$ cat src/rtl/kwsm_pkg.sv
package kwsm_pkg;

  localparam int VALUE_W   = 32;
  localparam int LIST_ID_W = 3;
  localparam int OPCODE_W  = 2;
  localparam int STATUS_W  = 2;
  localparam int IN_DATA_W  = 40;
  localparam int OUT_DATA_W = 40;

  localparam logic [OPCODE_W-1:0] OP_APPEND = 2'd0;
  localparam logic [OPCODE_W-1:0] OP_POP    = 2'd1;
  localparam logic [OPCODE_W-1:0] OP_CLEAR  = 2'd2;

  localparam logic [STATUS_W-1:0] ST_OK    = 2'd0;
  localparam logic [STATUS_W-1:0] ST_FULL  = 2'd1;
  localparam logic [STATUS_W-1:0] ST_EMPTY = 2'd2;

  // Command broadcast from the sequencer to every cell of the chain.
  typedef struct packed {
    logic                 append;
    logic                 clear;
    logic                 commit;
    logic [LIST_ID_W-1:0] list_id;
    logic [VALUE_W-1:0]   value;
  } cell_cmd_t;

endpackage

$ cat src/rtl/kwsm_cell.sv
module kwsm_cell import kwsm_pkg::*; #(
  parameter int IDX        = 0,
  parameter int ID_W       = 3,
  parameter int LIST_DEPTH = 64
) (
  input  logic                      clk,
  input  logic                      rst,
  input  cell_cmd_t                 cmd,
  input  logic [ID_W-1:0]           win_idx,
  input  logic                      cand_in_found,
  input  logic signed [VALUE_W-1:0] cand_in_val,
  input  logic [ID_W-1:0]           cand_in_idx,
  output logic                      cand_out_found,
  output logic signed [VALUE_W-1:0] cand_out_val,
  output logic [ID_W-1:0]           cand_out_idx,
  output logic                      app_ok
);

  localparam int PTR_W = $clog2(LIST_DEPTH);
  localparam int CNT_W = $clog2(LIST_DEPTH + 1);

  logic [VALUE_W-1:0] mem [LIST_DEPTH];
  logic [VALUE_W-1:0] head_data;
  logic [PTR_W-1:0]   head_ptr;
  logic [PTR_W-1:0]   tail_ptr;
  logic [CNT_W-1:0]   count;
  logic               pop_me;
  logic               take;

  assign app_ok = cmd.append && ({{(32-LIST_ID_W){1'b0}}, cmd.list_id} == 32'(IDX))
                  && (count != CNT_W'(LIST_DEPTH));
  assign pop_me = cmd.commit && (win_idx == ID_W'(IDX));

  // Strictly smaller replaces, so on equal heads the lower-numbered list keeps the win.
  assign take = (count != '0) &&
                (!cand_in_found || ($signed(head_data) < cand_in_val));

  always_ff @(posedge clk) begin
    if (app_ok) begin
      mem[tail_ptr] <= cmd.value;
    end
    head_data <= mem[head_ptr];
  end

  always_ff @(posedge clk) begin
    if (take) begin
      cand_out_found <= 1'b1;
      cand_out_val   <= $signed(head_data);
      cand_out_idx   <= ID_W'(IDX);
    end else begin
      cand_out_found <= cand_in_found;
      cand_out_val   <= cand_in_val;
      cand_out_idx   <= cand_in_idx;
    end
  end

  always_ff @(posedge clk) begin
    if (rst || cmd.clear) begin
      head_ptr <= '0;
      tail_ptr <= '0;
      count    <= '0;
    end else begin
      if (app_ok) begin
        tail_ptr <= (tail_ptr == PTR_W'(LIST_DEPTH - 1)) ? '0 : tail_ptr + 1'b1;
        count    <= count + 1'b1;
      end else if (pop_me) begin
        head_ptr <= (head_ptr == PTR_W'(LIST_DEPTH - 1)) ? '0 : head_ptr + 1'b1;
        count    <= count - 1'b1;
      end
    end
  end

endmodule

$ cat config.mk
export PLATFORM = sky130hd
export DESIGN_NAME = kwsm_cell
export DESIGN_NICKNAME = d
export VERILOG_FILES = /design/src/rtl/kwsm_pkg.sv /design/src/rtl/kwsm_cell.sv
export SDC_FILE = /design/constraint.sdc
export NUM_CORES = 2
export LEC_CHECK = 0
export ABC_AREA = 1
export BUFFER_PORTS_ARGS = -buffer_cell sky130_fd_sc_hd__buf_2
export CAP_MARGIN = 40
export CORE_ASPECT_RATIO = 1.2
export CORE_MARGIN = 2
export CORE_UTILIZATION = 34
export CTS_CLUSTER_SIZE = 20
export DETAILED_ROUTE_END_ITERATION = 10
export PLACE_DENSITY = 0.56
export SETUP_SLACK_MARGIN = 0.1
export SYNTH_ARGS = -nofsm -noshare
export SYNTH_HDL_FRONTEND = slang
export SYNTH_SLANG_ARGS = --single-unit
$ cat constraint.sdc
create_clock -name clk -period 5.72 [get_ports clk]
set_input_delay 0.858 -clock clk [delete_from_list [all_inputs] [get_ports clk]]
set_output_delay 0.858 -clock clk [all_outputs]
set_load 0.005 [all_outputs]
# After elaboration in Yosys (flattened, before gate mapping)

Memory sizes are Yosys's and may differ from the RTL's. A register that Yosys moved wholly into a read port is not among the register bits.
Index checks and enable logic that the tools add are counted.

Word-level logic and storage cells: 35
RAM bits: 2048
Bits in registers: 55
Memories kept: 1
Output and inout bits: 37
Bits of input ports: 79

Reduce and logical (&&, ||, !) cells: 12
$lt $le $gt $ge: 1
Bitwise gates (word level): 1
Equal/unequal tests: 3
Mux-type cells: 7
Add/subtract/negate cells: 4

Memory list:

| name | words | width | rd ports | clocked after Yosys merged registers in | wr ports | RTL line        | source |
|---|---|---|---|---|---|---|---|
| mem  | 64    | 32    | 1        | 1                                       | 1        | kwsm_cell.sv:22 | `logic [VALUE_W-1:0] mem [LIST_DEPTH];` |

Operators by type and width:

| operator            | number |
|---|---|
| $lt 32x32->1        | 1 |
| $mux 32             | 1 |
| $mux 7              | 2 |
| $add 6x1->6 const B | 2 |
| $eq 6x6->1 const B  | 2 |
| $mux 6              | 2 |
| $add 7x1->7 const B | 1 |
| $ne 7x7->1 const B  | 1 |
| $reduce_bool 7->1   | 1 |
| $sub 7x1->7 const B | 1 |
| $logic_not 3->1     | 2 |
| $logic_and 1x1->1   | 4 |
| $logic_or 1x1->1    | 2 |
| $mux 1              | 2 |
| $reduce_and 2->1    | 1 |
| $reduce_bool 2->1   | 1 |
| $logic_not 1->1     | 1 |
| $not 1->1           | 1 |

# Longest topological paths before layout

Word-level depth: 5
Gate-level depth with buffers: 18
Mapped depth without buffers: 17

# Least setup slack after synthesis

OpenSTA, ideal clock, no wires.

Path type: input to register
Start: input port cmd[34] in the netlist's numbering
End: memory mem[15][0], enable pin
Arrival: 4.016 ns
Setup time: 0.461 ns
Path slack: 1.243 ns
Path buffers: 0
Required time: 5.259 ns
Stages on the path: 5
Cells stage by stage: nor4b_1 > nand2_1 > nor2_2 > nand3_1 > nor3_1

Longest elaborated chain between the ends: 5

Ends and longest elaborated chain:

| item                         | RTL line        | source |
|---|---|---|
| start, declared              | kwsm_cell.sv:8  | `input cell_cmd_t cmd,` |
| $logic_not 3->1              | kwsm_cell.sv:30 | `assign app_ok = cmd.append && ({{(32-LIST_ID_W){1'b0}}, cmd.list_id} == 32'(IDX))` |
| $logic_and 1x1->1            | kwsm_cell.sv:30 |  |
| $logic_and 1x1->1            | kwsm_cell.sv:31 | `&& (count != CNT_W'(LIST_DEPTH));` |
| $mux 1                       | kwsm_cell.sv:39 | `if (app_ok) begin` |
| $mux 1 (not written as such) | kwsm_cell.sv:40 | `mem[tail_ptr] <= cmd.value;` |
| end, declared                | kwsm_cell.sv:22 |  |

No other way between the ends.

==> out/metrics.yaml <==
run_status:
  status: "complete, no violations"
layout:
  fillers: 22800
  drive_above_1_share_pct: 10.2
  nNetsFinal: 6400
  regArea_um2: 63300
  final_area_um2: 95100
  syn_to_final_growth_pct: 14.2
  utilization_pct: 38.9
  multi_input_area_um2: 18200
clock_network:
  ctsHtreeMaxLevel: 4
  cts_tree: "done"
  cts_buffers: 211
  postCtsHoldBufs: 0
  clkLatencyLatePin_ns: 0.87
  clock_path_buffers: 4
  cts_setup_buffers: 0
  path_clk_slew_ns: 0.06
  cts_resized: 0
  cts_root_buf: "clkbuf_16"
  clkSinkCount: 2135
critical_path:
  reg2reg_to: "head_data[4]"
  reg2regPathDepth: 8
  endpoint: "head_data[4]"
  rrSetupSlack_ns: 1.58
  timing.rr.start: "head_ptr[0]"
  arrival_ns: 4.84
  critPathCaptureType: "flop"
  cp-startpoint: "head_ptr[0]"
  required_ns: 6.42
  crit_fanout: 200
  critical_path_class: "flop to flop"
  start_kind: "flop"
placed_design:
  hpwl_mm: 146
  io_buffers: 115
  dp_slack_ns: 1.91
  gp_congestion: 0.864
  place_area_um2: 88600
synth:
  ys_seq_elements: 2135
  synth.top_cell.area_share_pct: 73.9
  yosys_warnings: 0
  syn_area_um2: 83200
  synth_fp_nets: 6329
  synth_area_leaders: "edfxtp_1 74%, o21ai_0 6.0%, nor2_1 5.0%, o22ai_1 2.4%, dfxtp_1 2.1%"
  synth.yosys.seq_area_share_pct: 76.0
  synth_cell_types: 42
  syn_area_per_cell_um2: 13.4
  synth_top_area_cell: "edfxtp_1"
  syn_inst: 6211
route:
  drt_iter0_markers: 5805
  dr_total_vias: 53300
  ant_nets: 0
  drtPass1Iterations: 5
  remaining_drc_errors: 0
  drt_wl_total_mm: 257
  wire_per_inst_um: 26.6
  vias_per_cell: 5.51
power_and_ir_drop:
  p_per_area_nw_per_um2: 331
  p_leak_uw: 0.0304
  power_uw: 31500
  peakVddDrop_v: 0.000304
floorplan:
  fp-row-count: 199
  core-area_um2: 244000
  dieArea_um2: 249000
  dieWidth_um: 456
  die_h_um: 546
  initial_core_util_pct: 34.1
  io_pins: 116
timing:
  finalSetupViolCount: 0
  drv_slew: 0
  clock.fmax_mhz: 242
  setup-tns-final_ns: 0
  rsz0062_at_grt: "false"
  fin_crit_sh_pct: 72.3
  worst_pin_slew_ns: 1.26
  skew_ns: 0.0649
  hold_viol: 0
  layout_setup_ws_ns: 1.58
  period_needed_ns: 4.14
  slew_headroom_pct: 16.1
grt:
  grt_first_pass_wirelength_mm: 369
  overflow: 0
  grt_max_degree: 283
  grt_util_all_layers_pct: 20.0
  grt_pass1_vias: 50600
  antenna_found_initial: 11
worst_hold_path:
  min_path_type: "input port to flop"
  hold_path_startpoint: "cand_in_val[28]"
job:
  drv_cap: 0
[cells by family (layout without fill, tap and decap cells)]
logic type / after synthesis / in the layout / share of synthesized area, %
xor+xnor: 3 / 3 / 0.0316
buf+inv: 505 / 740 / 2.78
flops: 2135 / 2135 / 76.0
simple gates: 1809 / 1809 / 8.72
compound gates: 1720 / 1720 / 11.9
fa+ha+maj: 39 / 39 / 0.595
other cells: 0 / 9 / 0
[final cells by class]
| type | count | area share, % |
|---|---|---|
| timing repair buffer | 297 | 2.95 |
| tap | 3216 | 4.23 |
| clock buffer | 283 | 5.94 |
| clock inverter | 94 | 0.865 |
| multi-input combinational | 3571 | 19.1 |
| inverter | 66 | 0.309 |
| sequential | 2135 | 66.5 |
| antenna | 9 | 0.0237 |
[synth_stat cells]
master	count
clkinv_1	1
a221oi_1	1
a21oi_1	91
buf_6	18
or2_1	1
o21bai_1	1
a31oi_1	1
nand2_1	374
o22ai_1	318
nor2_1	1118
fa_1	1
edfxtp_1	2048
nor3_1	8
ha_1	38
nand4_1	36
inv_2	2
inv_6	1
o21ai_0	1004
buf_12	1
dfxtp_1	87
nand3_1	262
xnor2_1	2
and2_1	2
nand3_2	1
buf_4	29
o21ai_1	41
clkbuf_1	259
nor4b_1	1
or2_2	2
o221ai_1	194
a211oi_1	2
a21boi_0	3
nand2_2	1
o21a_1	1
nor4_2	1
inv_1	62
xor2_1	1
buf_1	11
nor2_2	1
o211ai_1	63
and3_1	1
buf_2	121
[per-layer routing]
metal  wire length (um)  global-route usage, %  vias up
met5                 27                      0        -
met4              14800                   10.1        4
li1                   -                      -    23500
met3              17700                   2.79      431
met1             103000                   26.4    27300
met2             122000                   32.2     2122
[sequential cells by signal (all words and copies together), names as in the netlist]
register / flops
tail_ptr: 6
cand_out_val: 32
head_ptr: 6
cand_out_found: 1
cand_out_idx: 3
count: 7
mem: 2048
head_data: 32
[stage by stage]
stage          hold slack, ns  instances
2_1_floorplan           0.450       6211
3_3_place_gp            0.484       9257
3_5_place_dp            0.494       9285
4_1_cts                 0.174       9662
5_1_grt                 0.215       9667
6_report                0.216       9671
[worst max-delay path, cell delays in order (launching register included)]
cell and delay (ns):
dfxtp_4 0.79, buf_4 0.68, buf_12 0.50, o21ai_0 0.22, o221ai_1 0.41, nand3_1 0.22, nand4_1 0.11, nand2_1 0.14
nor2_1 0.33
[power by group]
part	internal, uW	switching (uW)
clock network	7430	5940
registers	17200	39.5
logic	219	681
[layout by cell type, fill, tap and decap left out, types with 36 or more instances in the layout]
cell type     n
clkbuf_1     62
clkinv_1     37
inv_1        59
o221ai_1    194
buf_2        99
o211ai_1     63
nor2_1     1054
ha_1         38
clkbuf_16   211
a21oi_1      91
nand3_1     261
nor2_4       63
nand2_1     374
edfxtp_1   2048
dfxtp_1      83
o22ai_1     318
o21ai_1      41
o21ai_0    1004
nand4_1      36
buf_4       140
buf_12       39
[worst min-delay path by stage]
stage	slack, ns	to	cells after the start
2_1_floorplan	0.45	cand_out_val[0]	2
6_report	0.22	cand_out_val[28]	3
3_3_place_gp	0.48	count[5]	2
3_5_place_dp	0.49	count[5]	2
5_1_grt	0.22	cand_out_val[29]	3
4_1_cts	0.17	cand_out_val[28]	3
Power figures use the tool's default switching activity.
